[config.mk]
export PLATFORM = sky130hd
export DESIGN_NAME = gj_div
export DESIGN_NICKNAME = d
export VERILOG_FILES = /design/src/rtl/core/gj_pkg.sv /design/src/rtl/core/gj_div.sv
export SDC_FILE = /design/constraint.sdc
export NUM_CORES = 1
export LEC_CHECK = 0
export BUFFER_PORTS_ARGS = -buffer_cell sky130_fd_sc_hd__buf_2
export CAP_MARGIN = 20
export CORE_MARGIN = 5
export CORE_UTILIZATION = 45
export CTS_BUF_LIST = sky130_fd_sc_hd__clkbuf_4
export DETAILED_ROUTE_END_ITERATION = 16
export HOLD_SLACK_MARGIN = 0.02
export PLACE_DENSITY = 0.73
export SLEW_MARGIN = 20
export SYNTH_ARGS = -nofsm -noshare
export SYNTH_HDL_FRONTEND = slang
export SYNTH_SLANG_ARGS = --single-unit
[constraint.sdc]
create_clock -name clock -period 7.9 [get_ports clock]
set_clock_uncertainty 0.1 [all_clocks]
set_input_delay 1.975 -clock clock [delete_from_list [all_inputs] [get_ports clock]]
set_output_delay 1.975 -clock clock [all_outputs]
set_load 0.02 [all_outputs]
[src/rtl/core/gj_pkg.sv]
// shared types, constants and state codes for the gauss-jordan inverse block
// no dependencies
`timescale 1ns / 1ps

package gj_pkg;

   localparam int DEF_MAX_SIZE = 8;
   localparam logic [3:0] DEF_MATRIX_SIZE = 4'd8;
   localparam int FIELD_IDX_W = 3;

   localparam logic signed [31:0] Q_ONE = 32'sh0001_0000;
   localparam logic signed [31:0] Q_ZERO = 32'sh0000_0000;
   localparam logic signed [31:0] Q_MAX = 32'sh7fff_ffff;
   localparam logic signed [31:0] Q_MIN = 32'sh8000_0000;

   typedef struct packed {
      logic [FIELD_IDX_W-1:0] entry_row;
      logic [FIELD_IDX_W-1:0] entry_col;
      logic signed [31:0] entry_value;
      logic last_entry;
   } req_type;

   typedef struct packed {
      logic [FIELD_IDX_W-1:0] out_row;
      logic [FIELD_IDX_W-1:0] out_col;
      logic signed [31:0] out_value;
      logic zero_pivot;
      logic last_result;
   } rsp_type;

   // one word of the working store: matrix entry and inverse entry side by side
   typedef struct packed {
      logic signed [31:0] a_val;
      logic signed [31:0] inv_val;
   } pair_type;

   typedef struct packed {
      logic busy;
      logic done;
   } div_stat_type;

   typedef enum logic [4:0] {
      ST_IDLE,
      ST_COPY_RD,
      ST_COPY_WR,
      ST_PIV_RD,
      ST_PIV_CHK,
      ST_SC_RD,
      ST_SC_GO_A,
      ST_SC_WAIT_A,
      ST_SC_GO_I,
      ST_SC_WAIT_I,
      ST_EL_ROW,
      ST_NEXT_PIV,
      ST_EL_S_RD,
      ST_EL_S_CHK,
      ST_EL_P_RD,
      ST_EL_R_RD,
      ST_EL_MUL_A,
      ST_EL_MUL_I,
      ST_EL_CAP,
      ST_EL_WR,
      ST_OUT_RD,
      ST_OUT_LAT
   } state_type;

endpackage

[src/rtl/core/gj_div.sv]
// iterative q16.16 divider, one quotient bit per cycle, rounded and saturated
// depends on gj_pkg
`timescale 1ns / 1ps

module gj_div (
   input  logic                clock,
   input  logic                reset,
   input  logic                start,
   input  logic signed [31:0]  num,
   input  logic signed [31:0]  den,
   output logic signed [31:0]  quot,
   output gj_pkg::div_stat_type stat
);

   import gj_pkg::*;

   localparam int DVD_W = 48;

   logic              busy_ff, busy_in;
   logic              fin_ff, fin_in;
   logic              done_ff, done_in;
   logic [5:0]        cnt_ff, cnt_in;
   logic [32:0]       rem_ff, rem_in;
   logic [DVD_W-1:0]  dvd_ff, dvd_in;
   logic [31:0]       np_ff, np_in;
   logic              neg_ff, neg_in;
   logic signed [31:0] q_ff, q_in;

   logic [31:0]       nx, np;
   logic [32:0]       rem_sh;
   logic              take_bit;
   logic signed [DVD_W:0] q_signed;

   always_comb begin
      nx = num[31] ? 32'(-num) : 32'(num);
      np = den[31] ? 32'(-den) : 32'(den);
      rem_sh = {rem_ff[31:0], dvd_ff[DVD_W-1]};
      take_bit = (rem_sh >= {1'b0, np_ff});
      q_signed = neg_ff ? -$signed({1'b0, dvd_ff}) : $signed({1'b0, dvd_ff});

      busy_in = busy_ff;
      fin_in = 1'b0;
      done_in = 1'b0;
      cnt_in = cnt_ff;
      rem_in = rem_ff;
      dvd_in = dvd_ff;
      np_in = np_ff;
      neg_in = neg_ff;
      q_in = q_ff;

      if (start) begin
         // dividend carries the rounding term: (|x| << 16) + |p| / 2
         dvd_in = {nx, 16'b0} + DVD_W'(np >> 1);
         rem_in = '0;
         np_in = np;
         neg_in = num[31] ^ den[31];
         cnt_in = 6'(DVD_W);
         busy_in = 1'b1;
      end else if (busy_ff) begin
         rem_in = take_bit ? (rem_sh - {1'b0, np_ff}) : rem_sh;
         dvd_in = {dvd_ff[DVD_W-2:0], take_bit};
         cnt_in = cnt_ff - 6'd1;
         if (cnt_ff == 6'd1) begin
            busy_in = 1'b0;
            fin_in = 1'b1;
         end
      end else if (fin_ff) begin
         if (q_signed > DVD_W'(Q_MAX)) begin
            q_in = Q_MAX;
         end else if (q_signed < $signed({{(DVD_W-31){1'b1}}, Q_MIN})) begin
            q_in = Q_MIN;
         end else begin
            q_in = q_signed[31:0];
         end
         done_in = 1'b1;
      end
   end

   always_ff @(posedge clock) begin
      if (reset) begin
         busy_ff <= 1'b0;
         fin_ff <= 1'b0;
         done_ff <= 1'b0;
      end else begin
         busy_ff <= busy_in;
         fin_ff <= fin_in;
         done_ff <= done_in;
      end
   end

   always_ff @(posedge clock) begin
      cnt_ff <= cnt_in;
      rem_ff <= rem_in;
      dvd_ff <= dvd_in;
      np_ff <= np_in;
      neg_ff <= neg_in;
      q_ff <= q_in;
   end

   assign quot = q_ff;
   assign stat.busy = busy_ff | fin_ff;
   assign stat.done = done_ff;

endmodule

Yosys cells after proc, flatten, opt, wreduce, memory -nomap -nowiden
Cells that the tools add are included.

cells by class
  mux-type cells = 12
  bitwise operators = 4
  add/subtract/negate cells = 6
  equal/unequal tests = 1
  reductions and logical operators = 4
  $lt $le $gt $ge = 3

operators with widths
  operator                count
  $mux W32                4
  $mux W48                2
  $neg A32 Y32            2
  $gt A49 B32 Y1 const B  1
  $lt A49 B32 Y1 const B  1
  $mux W49                1
  $neg A48 Y49            1
  $add A48 B31 Y48        1
  $ge A33 B32 Y1          1
  $sub A32 B32 Y32        1
  $eq A6 B1 Y1 const B    1
  $reduce_or A3 Y1        2
  $sub A6 B1 Y6 const B   1
  $mux W1                 5
  $reduce_and A3 Y1       1
  $not A1 Y1              2
  $reduce_bool A2 Y1      1
  $or A1 B1 Y1            1
  $xor A1 B1 Y1           1

storage, ports and cells
  input bits = 67
  logic and storage cells = 39
  bits in registers = 154
  output and inout port bits = 34

Logic depth before layout (Yosys ltp)
  word-level depth = 4
  depth in mapped cells = 18
  gate-level depth less buffers = 18

Worst setup path before layout
OpenSTA, ideal clock, no wires.

  kind = input to register
  start = input port den[5]
  end = register dvd_ff[28], data pin
  library setup time = 138 ps
  arrival = 5,609 ps
  stages = 15
  buffers on the path = 0
  required time = 7,662 ps
  path slack = 2,053 ps
  cell sequence = nor4_1 > nand4_1 > nand2b_1 > o21ai_0 > xnor2_1 > ha_1 > nor2b_1 > o21ai_0 > a21oi_1 > o41a_1 > maj3_1 > maj3_1 > a21oi_1 > mux2_2 > nand4_1

between the ends
  longest elaborated chain between the ends = 4

RTL lines
  element               line          source
  start, declared       gj_div.sv:10  input logic signed [31:0] den,
  $neg A32 Y32          gj_div.sv:36  np = den[31] ? 32'(-den) : 32'(den);
  $mux W32              gj_div.sv:36
  named net np[19]      gj_div.sv:29  logic [31:0] nx, np;
  $add A48 B31 Y48      gj_div.sv:53  dvd_in = {nx, 16'b0} + DVD_W'(np >> 1);
  $mux W48              gj_div.sv:51  if (start) begin
  named net dvd_in[28]  gj_div.sv:24  logic [DVD_W-1:0] dvd_ff, dvd_in;
  end signal, assigned  gj_div.sv:94  dvd_ff <= dvd_in;
  end, declared         gj_div.sv:24

The timed path passes the listed nets, and every way through them passes these cells.
A chain may end at the register's enable or synchronous reset.

Worst setup path in the final report
Ends and elaborated chain as after synthesis.

==> results by group <==
Logic synthesis
  • Count leader, synth: edfxtp_1
  • Largest family of logic cells by synthesized area: compound AO/OA/AOI/OAI gates
  • Top_reg_cell synth: edfxtp_1
  • Seq/Total Area, Yosys: 0.3472
  • Synth Register Bits: roughly 150
  • Yosys cell types: 83
  • Synth Area in Adders: 0.05731
  • Synth Area in XOR/XNOR: 0.1090
  • Most area-hungry cell type in the Yosys netlist: edfxtp_1
  • Most frequent cells after synthesis: edfxtp_1 (113), nor2_1 (111), xnor2_1 (105)
  • Compound-Gate Fraction of Synth Area: 0.2121
  • Syn Inst Count: about 1400
  • Yosys warns: 0
  • Synthesized area: around 0.012 sq mm
  • Avg Synthesized Cell Area: between 8 and 9 sq um
  • EDFF count, synth: 113
  • Post-synth ARST share: 0
  • Syn nets: approximately 1500
  • Multiplexer share of the synthesized area: 0.02763
  • Simple-gate share of the synthesized area: 0.1958
  • Dominant cells by area after synthesis: edfxtp_1 (28%), xnor2_1 (7.6%), dfxtp_1 (6.8%), ha_1 (5.2%), a21oi_1 (3.8%)
  • Post-synth top area share: 0.2796

Floorplan
  • Die boundary height: 174.2 um
  • Ports: between 100 and 150
  • Row cnt: 60
  • Initial Util: 0.4542
  • Core region area: 0.02673 sq mm
  • DIE AREA: 0.03036 sq mm
  • Die width: between 150 and 200 um

Cells and area
  • Layout cell share with drive strength beyond 1: 0.1431
  • Area Growth Syn to Fin: 8.143%
  • Nets: ~1500
  • Finished Core Util: 0.4912
  • Post-Layout Cell Count: about 1800
  • Fillcell total: 2528

CTS
  • # Post-CTS Setup Buffers: 0
  • Maximum root-to-sink buffer count: 2
  • Clock root buffer: clkbuf_4
  • # resized after CTS: 0
  • Clk_lat worst skew: approximately 0.56 ns
  • CTS Buf Count: 17
  • CTS tree: built
  • Hold_buf cts: 0
  • H-tree levels: 4
  • Clk slew on worst S/H paths: between 0.1 and 0.15 ns
  • Clock Sinks: about 150

Timing
  • Fin crit share: 0.8083
  • Final setup vio count: 0
  • Endpoints failing hold: 0
  • Post-route setup TNS: 0 ns
  • Max_slew headroom: 0.3053
  • Peak Freq: roughly 160 MHz
  • Count of pins over their slew limit: 0
  • Worst-Margin Slew: approximately 1.0 ns
  • Post-layout min period: around 6.4 ns
  • RSZ-0062 raised after global routing: no
  • Final worst slack: approximately 1.5 ns

Power
  • Pwr dens: 179.1 mW/mm^2
  • Worst VDD drop: around 0.087 mV
  • Static leakage: roughly 4.9 nW
  • Power, Total: between 2 and 2.5 mW

Global routing
  • First-pass GRT wire length: between 50000 and 60000 um
  • Grt ovf: 0
  • Antenna violations before repair: 2
  • Largest net degree at the start of global routing: slightly below 80
  • Vias in the first global route: 9821
  • Overall routing resource usage: 0.2028

Critical path
  • Setup CP Type: primary input to register
  • Worst Path Arrival: ~6.7 ns
  • Worst r2r path cells: 10
  • Critical Path End Type: register
  • Critical Path Slowest Stage Cell: nor4_1
  • CP Cell Sequence: buf_2 > nor4_1 > nand4_1 > nand2b_1 > o21ai_0 > xnor2_1 > ha_1 > nor2b_1 > o21ai_0 > a21oi_1 > o41a_1 > maj3_1 > maj3_1 > a21oi_1 > mux2_2 > nand4_1
  • Required time worst endpoint: about 8.2 ns
  • Crit path launch type: primary input
  • Crit path largest cell delay: slightly below 0.8 ns
  • CP max FO: 6

Worst hold path
  • Hold crit path type: register to register
  • Hold Path Stages: 2

Run status
  • Status: finished clean

Place
  • Port bufs: 100
  • DP Cell Count: about 1700
  • Routability cong.: between 0.9 and 1
  • Hpwl dp: about 24000 um
  • Post-Place Setup Slack: 1.059 ns

Routing
  • Routed WL per cell: approximately 18 um
  • Routed vias: between 10000 and 15000
  • DRC viols: 0
  • Routed WL: approximately 32000 um
  • Antenna Nets Post-Route: 0
  • Avg Vias per Cell: about 6
  • DR iter-0 viols: about 910
  • Detailed-router iteration count before antenna repair: 5

Job
  • Max capacitance violation total: 0
final timing paths:
check	end	slack, ns	startpoint
setup / recovery	dvd_ff[28]	1.51	den[5]
hold / removal	rem_ff[22]	0.40	rem_ff[22]
setup reg to reg	quot[17]	3.19	dvd_ff[3]
hold reg to reg	rem_ff[22]	0.40	rem_ff[22]
stage by stage:
step	hold slack, ns	area, sq um
2_1_floorplan	0.3501	12140
3_3_place_gp	0.3709	12820
3_5_place_dp	0.3808	12820
4_1_cts	0.3998	13120
5_1_grt	0.4356	13130
6_report	0.3962	13130
cells by family after synthesis:
group                    count (synthesis)
AO/OA/AOI/OAI                          380
XOR/XNOR                               151
adder cells (fa/ha/maj)                 55
buffers and inverters                  147
flip-flops                             154
multiplexers                            31
AND/OR/NAND/NOR                        454
cell usage in the layout, fill, tap and decap left out, types with 11 or more instances in the layout:
master,Yosys,routed
nand2b_1,23,23
or2_2,13,13
nand3b_1,11,11
clkbuf_4,0,18
a21o_1,16,16
ha_1,50,50
mux2i_1,11,11
nor2b_1,12,12
or3_1,21,21
nand4_1,20,20
nor4_1,29,29
xnor2_1,105,105
buf_2,6,99
mux2_2,20,20
dfxtp_1,41,41
nand2_1,95,95
a31oi_1,18,18
nor2_1,111,111
a211oi_1,26,26
o41ai_1,18,18
a21oi_1,91,90
xor2_1,46,46
nor3_1,36,36
nand3_1,20,20
o21ai_0,75,75
edfxtp_1,113,113
o31ai_1,35,35
and3_1,13,13
inv_1,69,69
buf_4,2,13
layer usage:
layer	up-vias	global-route usage	routed length, um
li1	5243	-	-
met1	5012	0.2938	14770
met2	368	0.3185	14260
met3	40	0.02566	1824
met4	2	0.05906	646
met5	-	0	13
power breakdown:
| group | internal [mW] | switching, mW | total (mW) |
|---|---|---|---|
| Sequential | 0.970 | 0.107 | 1.08 |
| Clock | 0.200 | 0.314 | 0.515 |
| Combinational | 0.317 | 0.442 | 0.759 |
| Total | 1.49 | 0.864 | 2.35 |
layout make-up:
class,instances,area (sq um),share of cell area
well taps,341,426.7,0.03250
multi-input cells,1071,7326,0.5581
flip-flops and latches,154,4214,0.3210
inverters,71,266.5,0.02030
clock buffers,18,135.1,0.01029
diodes,1,2.502,0.0001906
clock inverters,14,162.7,0.01239
repair buffers,112,593.1,0.04518
state kept, by name, summed over array words and instances, names as in the netlist:
signal / flops
quot: 32
neg_ff: 1
fin_ff: 1
busy_ff: 1
rem_ff: 32
cnt_ff: 6
done_ff: 1
dvd_ff: 48
np_ff: 32
worst max-delay path: cells and delay by family:
kind            cells  cell delay, ns
simple gates        5            1.82
buf+inv             1            0.12
fa+ha+maj           3            1.16
xor+xnor            1            0.17
compound gates      5            1.10
mux                 1            0.35
(Power assumes the default switching activity.)
